File: config.mk
export PLATFORM = sky130hd
export DESIGN_NAME = baq_ctrl
export DESIGN_NICKNAME = d
export VERILOG_FILES = /design/src/hdl/baq_pkg.sv /design/src/hdl/baq_ctrl.sv
export SDC_FILE = /design/constraint.sdc
export NUM_CORES = 1
export LEC_CHECK = 0
export BUFFER_PORTS_ARGS = -buffer_cell sky130_fd_sc_hd__buf_2
export CORE_AREA = 2 2 39 41
export CTS_CLUSTER_DIAMETER = 30
export DETAILED_ROUTE_END_ITERATION = 10
export DIE_AREA = 0 0 41 43
export GPL_TIMING_DRIVEN = 1
export SYNTH_ARGS = -nofsm -noshare
export SYNTH_HDL_FRONTEND = slang
export SYNTH_SLANG_ARGS = --single-unit
File: constraint.sdc
create_clock -name clk -period 1.55 [get_ports clk]
set_input_delay 0.0775 -clock clk [delete_from_list [all_inputs] [get_ports clk]]
set_output_delay 0.0775 -clock clk [all_outputs]
set_load 0.02 [all_outputs]
File: src/hdl/baq_pkg.sv
`timescale 1ns / 1ps
`default_nettype none
package baq_pkg;

  localparam int unsigned ACCOUNTS_DEF   = 1024;
  localparam int unsigned BUCKETS_DEF    = 40;
  localparam int unsigned HOURS_MIN      = 1;
  localparam int unsigned HOURS_MAX      = 168;
  localparam int unsigned SEC_PER_HOUR   = 3600;
  localparam int unsigned SLICES         = 24;
  localparam int unsigned MIN_SLICE_SEC  = 60;
  localparam int unsigned SLICE_PER_HOUR = SEC_PER_HOUR / SLICES;

  localparam logic [30:0] CAP31 = 31'h7FFF_FFFF;

  localparam logic [1:0] V_OK  = 2'd0;
  localparam logic [1:0] V_MSG = 2'd1;
  localparam logic [1:0] V_RCP = 2'd2;

  typedef struct packed {
    logic accept;
    logic meta;
    logic rd;
    logic ev;
    logic check;
    logic commit;
    logic finish;
    logic clr;
  } cmd_t;

  typedef struct packed {
    logic skip;
    logic fill_zero;
    logic walk_last;
    logic div_done;
    logic out_free;
    logic clr_last;
  } sts_t;

endpackage
`default_nettype wire

File: src/hdl/baq_ctrl.sv
`timescale 1ns / 1ps
`default_nettype none
module baq_ctrl (
  input  wire logic          clk,
  input  wire logic          rst_n,
  input  wire logic          in_valid,
  input  wire baq_pkg::sts_t sts,
  output baq_pkg::cmd_t      cmd,
  output logic               in_stall
);
  import baq_pkg::*;

  localparam logic [2:0] S_CLR    = 3'd0;
  localparam logic [2:0] S_IDLE   = 3'd1;
  localparam logic [2:0] S_META   = 3'd2;
  localparam logic [2:0] S_RD     = 3'd3;
  localparam logic [2:0] S_EV     = 3'd4;
  localparam logic [2:0] S_CHECK  = 3'd5;
  localparam logic [2:0] S_COMMIT = 3'd6;
  localparam logic [2:0] S_FINISH = 3'd7;

  logic [2:0] state_r, state_nxt;

  always_comb begin
    cmd       = '0;
    state_nxt = state_r;
    unique case (state_r)
      S_CLR: begin
        cmd.clr = 1'b1;
        if (sts.clr_last) state_nxt = S_IDLE;
      end
      S_IDLE: begin
        if (in_valid) begin
          cmd.accept = 1'b1;
          state_nxt  = S_META;
        end
      end
      S_META: begin
        cmd.meta = 1'b1;
        if (sts.skip) state_nxt = S_FINISH;
        else if (sts.fill_zero) state_nxt = S_CHECK;
        else state_nxt = S_RD;
      end
      S_RD: begin
        cmd.rd    = 1'b1;
        state_nxt = S_EV;
      end
      S_EV: begin
        cmd.ev    = 1'b1;
        state_nxt = sts.walk_last ? S_CHECK : S_RD;
      end
      S_CHECK: begin
        if (sts.div_done) begin
          cmd.check = 1'b1;
          state_nxt = S_COMMIT;
        end
      end
      S_COMMIT: begin
        cmd.commit = 1'b1;
        state_nxt  = S_FINISH;
      end
      S_FINISH: begin
        if (sts.out_free) begin
          cmd.finish = 1'b1;
          state_nxt  = S_IDLE;
        end
      end
      default: state_nxt = S_IDLE;
    endcase
  end

  always_ff @(posedge clk) begin
    if (!rst_n) state_r <= S_CLR;
    else state_r <= state_nxt;
  end

  assign in_stall = (state_r != S_IDLE);

  a_accept_meta: assert property (@(posedge clk) disable iff (!rst_n)
    (state_r == S_IDLE && in_valid) |=> (state_r == S_META))
    else $error("request accepted but metadata step skipped");
  a_commit_once: assert property (@(posedge clk) disable iff (!rst_n)
    (state_r == S_COMMIT) |=> (state_r == S_FINISH))
    else $error("commit not followed by finish");
  a_one_cmd: assert property (@(posedge clk) disable iff (!rst_n)
    $onehot0({cmd.accept, cmd.meta, cmd.rd, cmd.ev, cmd.check, cmd.commit,
              cmd.finish, cmd.clr}))
    else $error("overlapping datapath commands");
endmodule
`default_nettype wire

### Yosys cells after proc, flatten, opt, wreduce, memory -nomap -nowiden

Index checks and enable logic that the tools add are counted.

| operators by class | value |
|---|---|
| eq/ne operators | 12 |
| multiplexer cells | 19 |
| reductions and logical operators | 2 |

Operator list:

| operator | number |
|---|---|
| $pmux 3 s8 | 1 |
| $mux 3 | 7 |
| $eq 3x3->1 const B | 4 |
| $mux 1 | 11 |
| $ne 2x2->1 const B | 4 |
| $eq 3x2->1 const B | 2 |
| $reduce_and 4->1 | 1 |
| $eq 3x1->1 const B | 1 |
| $logic_not 3->1 | 1 |
| $ne 3x1->1 const B | 1 |

| word-level totals | value |
|---|---|
| register bits | 3 |
| input bits | 9 |
| output and inout port bits | 9 |
| word-level logic and storage cells | 34 |

### Longest topological paths before layout

Gate-level depths: netlist of the first run.

| depth | value |
|---|---|
| depth after elaboration | 3 |
| depth in mapped cells | 4 |
| mapped depth without buffers | 3 |

### Worst setup path after synthesis of the first run

No wires, ideal clock.

| timing | value |
|---|---|
| path type | reg2out |
| start point | reg state_r[1] |
| end point | out cmd[6] in the netlist's numbering |
| arrival | 1,214 ps |
| required time | 1,472 ps |
| setup slack | 258 ps |
| stages on the path, launching flop included | 3 |
| path buffers | 1 |
| path through | dfxtp_1 > clkbuf_1 > nor3b_1 |

RTL lines:

| item | line | text |
|---|---|---|
| from (decl) | baq_ctrl.sv:22 | `logic [2:0] state_r, state_nxt;` |
| from (signal assigned) | baq_ctrl.sv:74 | `else state_r <= state_nxt;` |
| to (decl) | baq_ctrl.sv:8 | `output baq_pkg::cmd_t cmd,` |

==> results of run 1 <==
[cells in the final DEF, fill, tap and decap left out, types with 2 or more instances in the layout]
cell / Yosys / final
o211a_1: 2 / 2
nor3_1: 2 / 2
nor3b_1: 4 / 4
nand3_1: 2 / 2
dfxtp_2: 0 / 2
nor2_1: 3 / 3
clkbuf_4: 0 / 3
inv_1: 3 / 3
buf_2: 1 / 17
[per-layer routing]
metal / wire length (um) / part of all wire (%) / GRT usage (%)
met5: 0 / 0 / 0
met3: 71 / 9.6 / 9.42
met4: 0 / 0 / 4.00
met2: 345 / 47 / 15.0
met1: 322 / 44 / 13.1
[worst paths after layout]
path,startpoint,to
worst max-delay path,state_r[2]$_SDFFE_PN0P_,cmd[5]
worst min-delay path,rst_n,state_r[0]$_SDFFE_PN0P_
worst max register to register,state_r[2]$_SDFFE_PN0P_,state_r[2]$_SDFFE_PN0P_
worst min register to register,state_r[2]$_SDFFE_PN0P_,state_r[2]$_SDFFE_PN0P_
[area by class of cell]
type                       instances  area [um2]  area share [%]
clock buffer                       4        26.3            6.23
timing repair buffer              18        92.6            22.0
inverter                           3        11.3            2.67
sequential                         3        62.6            14.8
tap                               16        20.0            4.75
multi-input combinational         30         209            49.6
[power by group]
| group | switching, W | leakage [nW] | internal (W) |
|---|---|---|---|
| sequential | 0.0000320 | 0.0254 | 0.0000915 |
| clock | 0.0000453 | 0.0150 | 0.0000968 |
| combinational | 0.0000861 | 0.195 | 0.0000719 |
[logic make-up (layout without fill, tap and decap cells)]
group	Yosys count	after routing	synth area share, %
AND/OR/NAND/NOR	20	20	44.2
flip-flops	3	3	20.0
AO/OA/AOI/OAI	9	9	22.1
buffers and inverters	6	25	10.4
multiplexers	1	1	3.33
[stage by stage]
stage / cells / power [W]
2_1_floorplan: 39 / 0.000235
3_3_place_gp: 70 / 0.000281
3_5_place_dp: 70 / 0.000282
4_1_cts: 74 / 0.000431
5_1_grt: 74 / 0.000468
6_report: 74 / 0.000424
[worst register-to-register path, cell delays in order, from the launching register on]
cell      delay [ns]
dfxtp_2         0.39
or4_1           0.53
o211ai_1        0.11
a21oi_1         0.09
==> results.sh, run 1 <==
export IMPL_num_vias=344
export IMPL_avgSynthCellArea_um2=7.70
export IMPL_slew_headroom_pct=82.3
export IMPL_final_setup_viol_count=0
export IMPL_dieArea_mm2=0.00176
export IMPL_die_w_um=41
export IMPL_r2r_slack_ns=0.31
export IMPL_finalSetupTns_ns=0
export IMPL_holdPathStages=2
export IMPL_tightest_slew_ns=0.266
export IMPL_synth_top_cell_area_share_pct=20.0
export IMPL_slew_viol_final=0
export IMPL_leakage_nw=0.235
export IMPL_rows=14
export IMPL_final_cell_area_um2=422
export IMPL_synth_fp_nets=48
export IMPL_clkTransAtPathRegs_ns=0.04
export IMPL_cts_hold_buffers=0
export IMPL_syn_inst=39
export IMPL_via_per_inst=4.65
export IMPL_layout_setup_ws_ns=0.233
export IMPL_core_area_mm2=0.00138
export IMPL_post_cts_buffers=0
export IMPL_cts_sinks=3
export IMPL_synth_common_cells="nor3b_1 (4), dfxtp_1 (3), inv_1 (3), nor2_1 (3)"
export IMPL_dp_hpwl_um=540
export IMPL_end_kind="primary output"
export IMPL_fillCellCount=153
export IMPL_post_synth_num_cell_types=27
export IMPL_wirelength_um=739
export IMPL_final_layout_size_suffix_gt1_share_pct=41.4
export IMPL_fmax_ghz=0.759
export IMPL_crit_type="flip-flop to primary output"
export IMPL_crit_chain="and2b_1, and2_1, buf_2"
export IMPL_syn2layout_area_growth_pct=40.4
export IMPL_max_cap_violations=0
export IMPL_synthTopCellsByArea="dfxtp_1 (20%), nor3b_1 (10%), o211a_1 (6.7%)"
export IMPL_whs_ns=0.0768
export IMPL_wl_per_cell_um=9.99
export IMPL_fp_dieH_um=43
export IMPL_cts_buffers_inserted=3
export IMPL_critPathMaxStageDelay_ns=0.47
export IMPL_globalplace_congestion=0.661
export IMPL_grt_antenna_before_repair=0
export IMPL_period_needed_ns=1.32
export IMPL_rsz0062_at_grt="false"
export IMPL_drtAntennaViolNets=0
export IMPL_yosysSeqAreaShare_pct=20.0
export IMPL_cts_root_buf="clkbuf_4"
export IMPL_status="finished clean"
export IMPL_crit_family="flip-flops"
export IMPL_largest_reg_flops=3
export IMPL_layout_nets=68
export IMPL_critical_path_arrival_ns=1.24
export IMPL_cts_resized=0
export IMPL_clk_latency_ns=0.24
export IMPL_crit_fanout=17
export IMPL_start_kind="flip-flop"
export IMPL_largest_registers="state_r: 3 flops"
export IMPL_rr_worst_depth=3
export IMPL_start_util_pct=21.7
export IMPL_grt_pass1_vias=308
export IMPL_hold_violations=0
export IMPL_synth_top_area_cell="dfxtp_1"
export IMPL_critPathBufInv=1
export IMPL_hp_class="input port to flip-flop"
export IMPL_fin_util_pct=30.5
export IMPL_synthArstFlopShare_pct=0
export IMPL_detail_route_first_pass_iterations=3
export IMPL_synth_edff_count=0
export IMPL_clk_path_buf_depth=2
export IMPL_ys_flop_type="dfxtp_1"
export IMPL_port_buffers=17
export IMPL_synthMostInstantiatedCell="nor3b_1"
export IMPL_placed_cell_area_um2=393
export IMPL_power_density_mw_per_mm2=1000
export IMPL_cts_tree="yes"
export IMPL_syn_cell_area_um2=300
export IMPL_clock_skew_ns=0.00264
export IMPL_io_pins=18
export IMPL_ys_warnings_count=0
export IMPL_grt_max_degree=18
export IMPL_worstSetupPathDepth=3
export IMPL_peakVddDrop_v=0.000446
export IMPL_pre_cts_slack_ns=0.225
export IMPL_drtIter0Drc=7
export IMPL_ys_ff_latch=3
export IMPL_max_flop_register="state_r"
export IMPL_grt_pass1_wl_um=1290
export IMPL_antenna_cells=0
export IMPL_cp_required_ns=1.47
export IMPL_route_detailed_drc=0
export IMPL_cp_slowest_cell="dfxtp_2"
export IMPL_grt_total_usage_pct=11.3
export IMPL_cts_htree_levels=1
export IMPL_fin_crit_sh_pct=85.0
export IMPL_grt_ovfl_total=0
Power figures use the tool's default switching activity.
==> inputs of run 2 (changes only) <==
--- a/config.mk
+++ b/config.mk
@@ -5,6 +5,7 @@
 export SDC_FILE = /design/constraint.sdc
 export NUM_CORES = 1
 export LEC_CHECK = 0
+export ABC_AREA = 1
 export BUFFER_PORTS_ARGS = -buffer_cell sky130_fd_sc_hd__buf_2
 export CORE_AREA = 2 2 39 41
 export CTS_CLUSTER_DIAMETER = 30
==> constraint.sdc (replaced) <==
create_clock -name clk -period 1.13 [get_ports clk]
set_input_delay 0.0565 -clock clk [delete_from_list [all_inputs] [get_ports clk]]
set_output_delay 0.0565 -clock clk [all_outputs]
set_load 0.02 [all_outputs]
==> results.sh, run 2 <==
export IMPL_status="complete, but fails checks"
export IMPL_violations="negative setup slack"
export IMPL_cts_tree="yes"
export IMPL_tightest_slew_ns=0.159
export IMPL_ys_warnings_count=0
export IMPL_drtIter0Drc=6
export IMPL_dieArea_mm2=0.00176
export IMPL_die_w_um=41
export IMPL_grt_total_usage_pct=11.5
export IMPL_multi_input_area_um2=277
export IMPL_clk_latency_ns=0.23
export IMPL_grt_pass1_vias=404
export IMPL_hp_class="input port to flip-flop"
export IMPL_synth_edff_count=0
export IMPL_wl_met1_um=389
export IMPL_synthArstFlopShare_pct=0
export IMPL_dp_cells=104
export IMPL_syn2layout_area_growth_pct=68.9
export IMPL_cts_root_buf="clkbuf_4"
export IMPL_synth_fp_nets=75
export IMPL_fmax_ghz=0.831
export IMPL_grt_ovfl_total=0
export IMPL_detail_route_first_pass_iterations=4
export IMPL_cts_htree_levels=1
export IMPL_critical_path_arrival_ns=1.15
export IMPL_fin_util_pct=47.2
export IMPL_wl_met2_um=499
export IMPL_period_needed_ns=1.20
export IMPL_avgSynthCellArea_um2=5.86
export IMPL_largest_registers="state_r: 3 flops"
export IMPL_port_buffers=17
export IMPL_drtAntennaViolNets=0
export IMPL_final_cell_area_um2=653
export IMPL_cts_buffers_inserted=3
export IMPL_syn_inst=66
export IMPL_syn_cell_area_um2=387
export IMPL_placed_cell_area_um2=518
export IMPL_cts_sinks=3
export IMPL_antenna_cells=0
export IMPL_hold_violations=0
export IMPL_largest_reg_flops=3
export IMPL_clock_skew_ns=0.000445
export IMPL_start_util_pct=27.9
export IMPL_synthMostInstantiatedCell="nand2_1"
export IMPL_crit_fanout=3
export IMPL_wl_per_cell_um=8.37
export IMPL_clkTransAtPathRegs_ns=0.03
export IMPL_finalSetupTns_ns=-0.423
export IMPL_fin_crit_sh_pct=107
export IMPL_grt_antenna_before_repair=0
export IMPL_fillCellCount=149
export IMPL_start_kind="flip-flop"
export IMPL_slew_viol_final=0
export IMPL_cts_hold_buffers=0
export IMPL_max_flop_register="state_r"
export IMPL_final_layout_size_suffix_gt1_share_pct=58.5
export IMPL_final_setup_viol_count=8
export IMPL_layout_nets=104
export IMPL_clk_path_buf_depth=2
export IMPL_synth_top_cell_area_share_pct=15.5
export IMPL_synth_common_cells="nand2_1 (14), nor2_1 (11), inv_1 (9), inv_2 (5), nand3_1 (5)"
export IMPL_leakage_nw=0.364
export IMPL_via_per_inst=4.42
export IMPL_met3WireLength_um=31
export IMPL_globalplace_congestion=0.787
export IMPL_ys_flop_type="dfxtp_1"
export IMPL_fp_dieH_um=43
export IMPL_pre_cts_slack_ns=-0.0946
export IMPL_core_area_mm2=0.00138
export IMPL_cp_required_ns=1.07
export IMPL_rsz0062_at_grt="true"
export IMPL_grt_max_degree=10
export IMPL_end_kind="primary output"
export IMPL_dp_hpwl_um=698
export IMPL_wirelength_um=921
export IMPL_layout_setup_ws_ns=-0.0735
export IMPL_layout_common_cells="nand2_1 (11), buf_4 (11), buf_2 (10), inv_1 (9), nor2_1 (8)"
export IMPL_grt_pass1_wl_um=1450
export IMPL_final_cells=110
export IMPL_power_density_mw_per_mm2=1340
export IMPL_max_cap_violations=0
export IMPL_post_synth_num_cell_types=18
export IMPL_num_vias=486
export IMPL_rows=14
export IMPL_ys_ff_latch=3
export IMPL_synthTopCellsByArea="dfxtp_1 (16%), nand2_1 (14%), nor2_1 (11%)"
export IMPL_crit_type="flip-flop to primary output"
export IMPL_peakVddDrop_v=0.000550
export IMPL_top_layer_used="met3"
export IMPL_seqCellArea_um2=68.8
export IMPL_synth_top_area_cell="dfxtp_1"
export IMPL_io_pins=18
export IMPL_yosysSeqAreaShare_pct=15.5
export IMPL_route_detailed_drc=0
export IMPL_slew_headroom_pct=89.3
run 2: cell types whose count changed after synthesis, sizes merged, moves of 4 or more:
cell   change
nand3      +6
nor2      +11
nand2     +14
nor3b      -4
inv       +12
run 2: worst paths after layout:
check / start / end / slack (ns) / cells past startpoint
worst max-delay path: state_r[0]$_SDFFE_PN0P_ / cmd[7] / -0.07 / 7
worst min register to register: state_r[0]$_SDFFE_PN0P_ / state_r[0]$_SDFFE_PN0P_ / 0.63 / 3
worst min-delay path: rst_n / state_r[0]$_SDFFE_PN0P_ / 0.11 / 3
worst max register to register: state_r[0]$_SDFFE_PN0P_ / state_r[1]$_SDFFE_PN0P_ / -0.07 / 9
run 2: where the power goes:
group          internal, W  leakage (nW)  total (W)  switching [W]
Sequential        0.000132        0.0264   0.000173      0.0000411
Combinational     0.000252         0.322   0.000519       0.000268
Clock             0.000132        0.0150   0.000180      0.0000485
Total             0.000516         0.364   0.000873       0.000357
run 2: kinds of logic (layout without fill, tap and decap cells):
group	after synthesis	in the layout	share of synthesized area, %
AND/OR/NAND/NOR	41	41	54.4
buffers and inverters	18	46	23.9
AO/OA/AOI/OAI	4	4	6.15
flip-flops	3	3	15.5
run 2: per-stage QoR:
step / total power [W] / hold slack [ns]
after floorplan: 0.000453 / 0.214
after CTS: 0.000813 / 0.0863
after global routing: 0.000952 / 0.113
after global placement: 0.000558 / 0.323
after detailed placement: 0.000559 / 0.323
final: 0.000873 / 0.109
run 2: timing repair:
action,CTS,global route
pin swaps,2,4
setup buffers,2,0
gates resized for setup,15,16
setup endpoints to repair,12,12
run 2: final cells by class:
class | instances | area share (%)
timing repair buffer | 27 | 30.7
sequential | 3 | 10.5
multi-input combinational | 45 | 42.3
tap | 16 | 3.07
clock buffer | 4 | 4.02
inverter | 15 | 9.39
run 2: worst max-delay path, cell delays in order (launching register included):
cell     delay [ns]
dfxtp_4        0.36
buf_6          0.10
inv_4          0.03
nor2_4         0.09
buf_6          0.11
nand2_4        0.04
nor2_4         0.07
buf_6          0.12
run 2: metal layers:
metal  track usage, %  vias to the layer above
met5                0                        -
met4             2.00                        0
met2             17.5                        9
li1                 -                      255
met1             14.7                      222
met3             5.24                        0
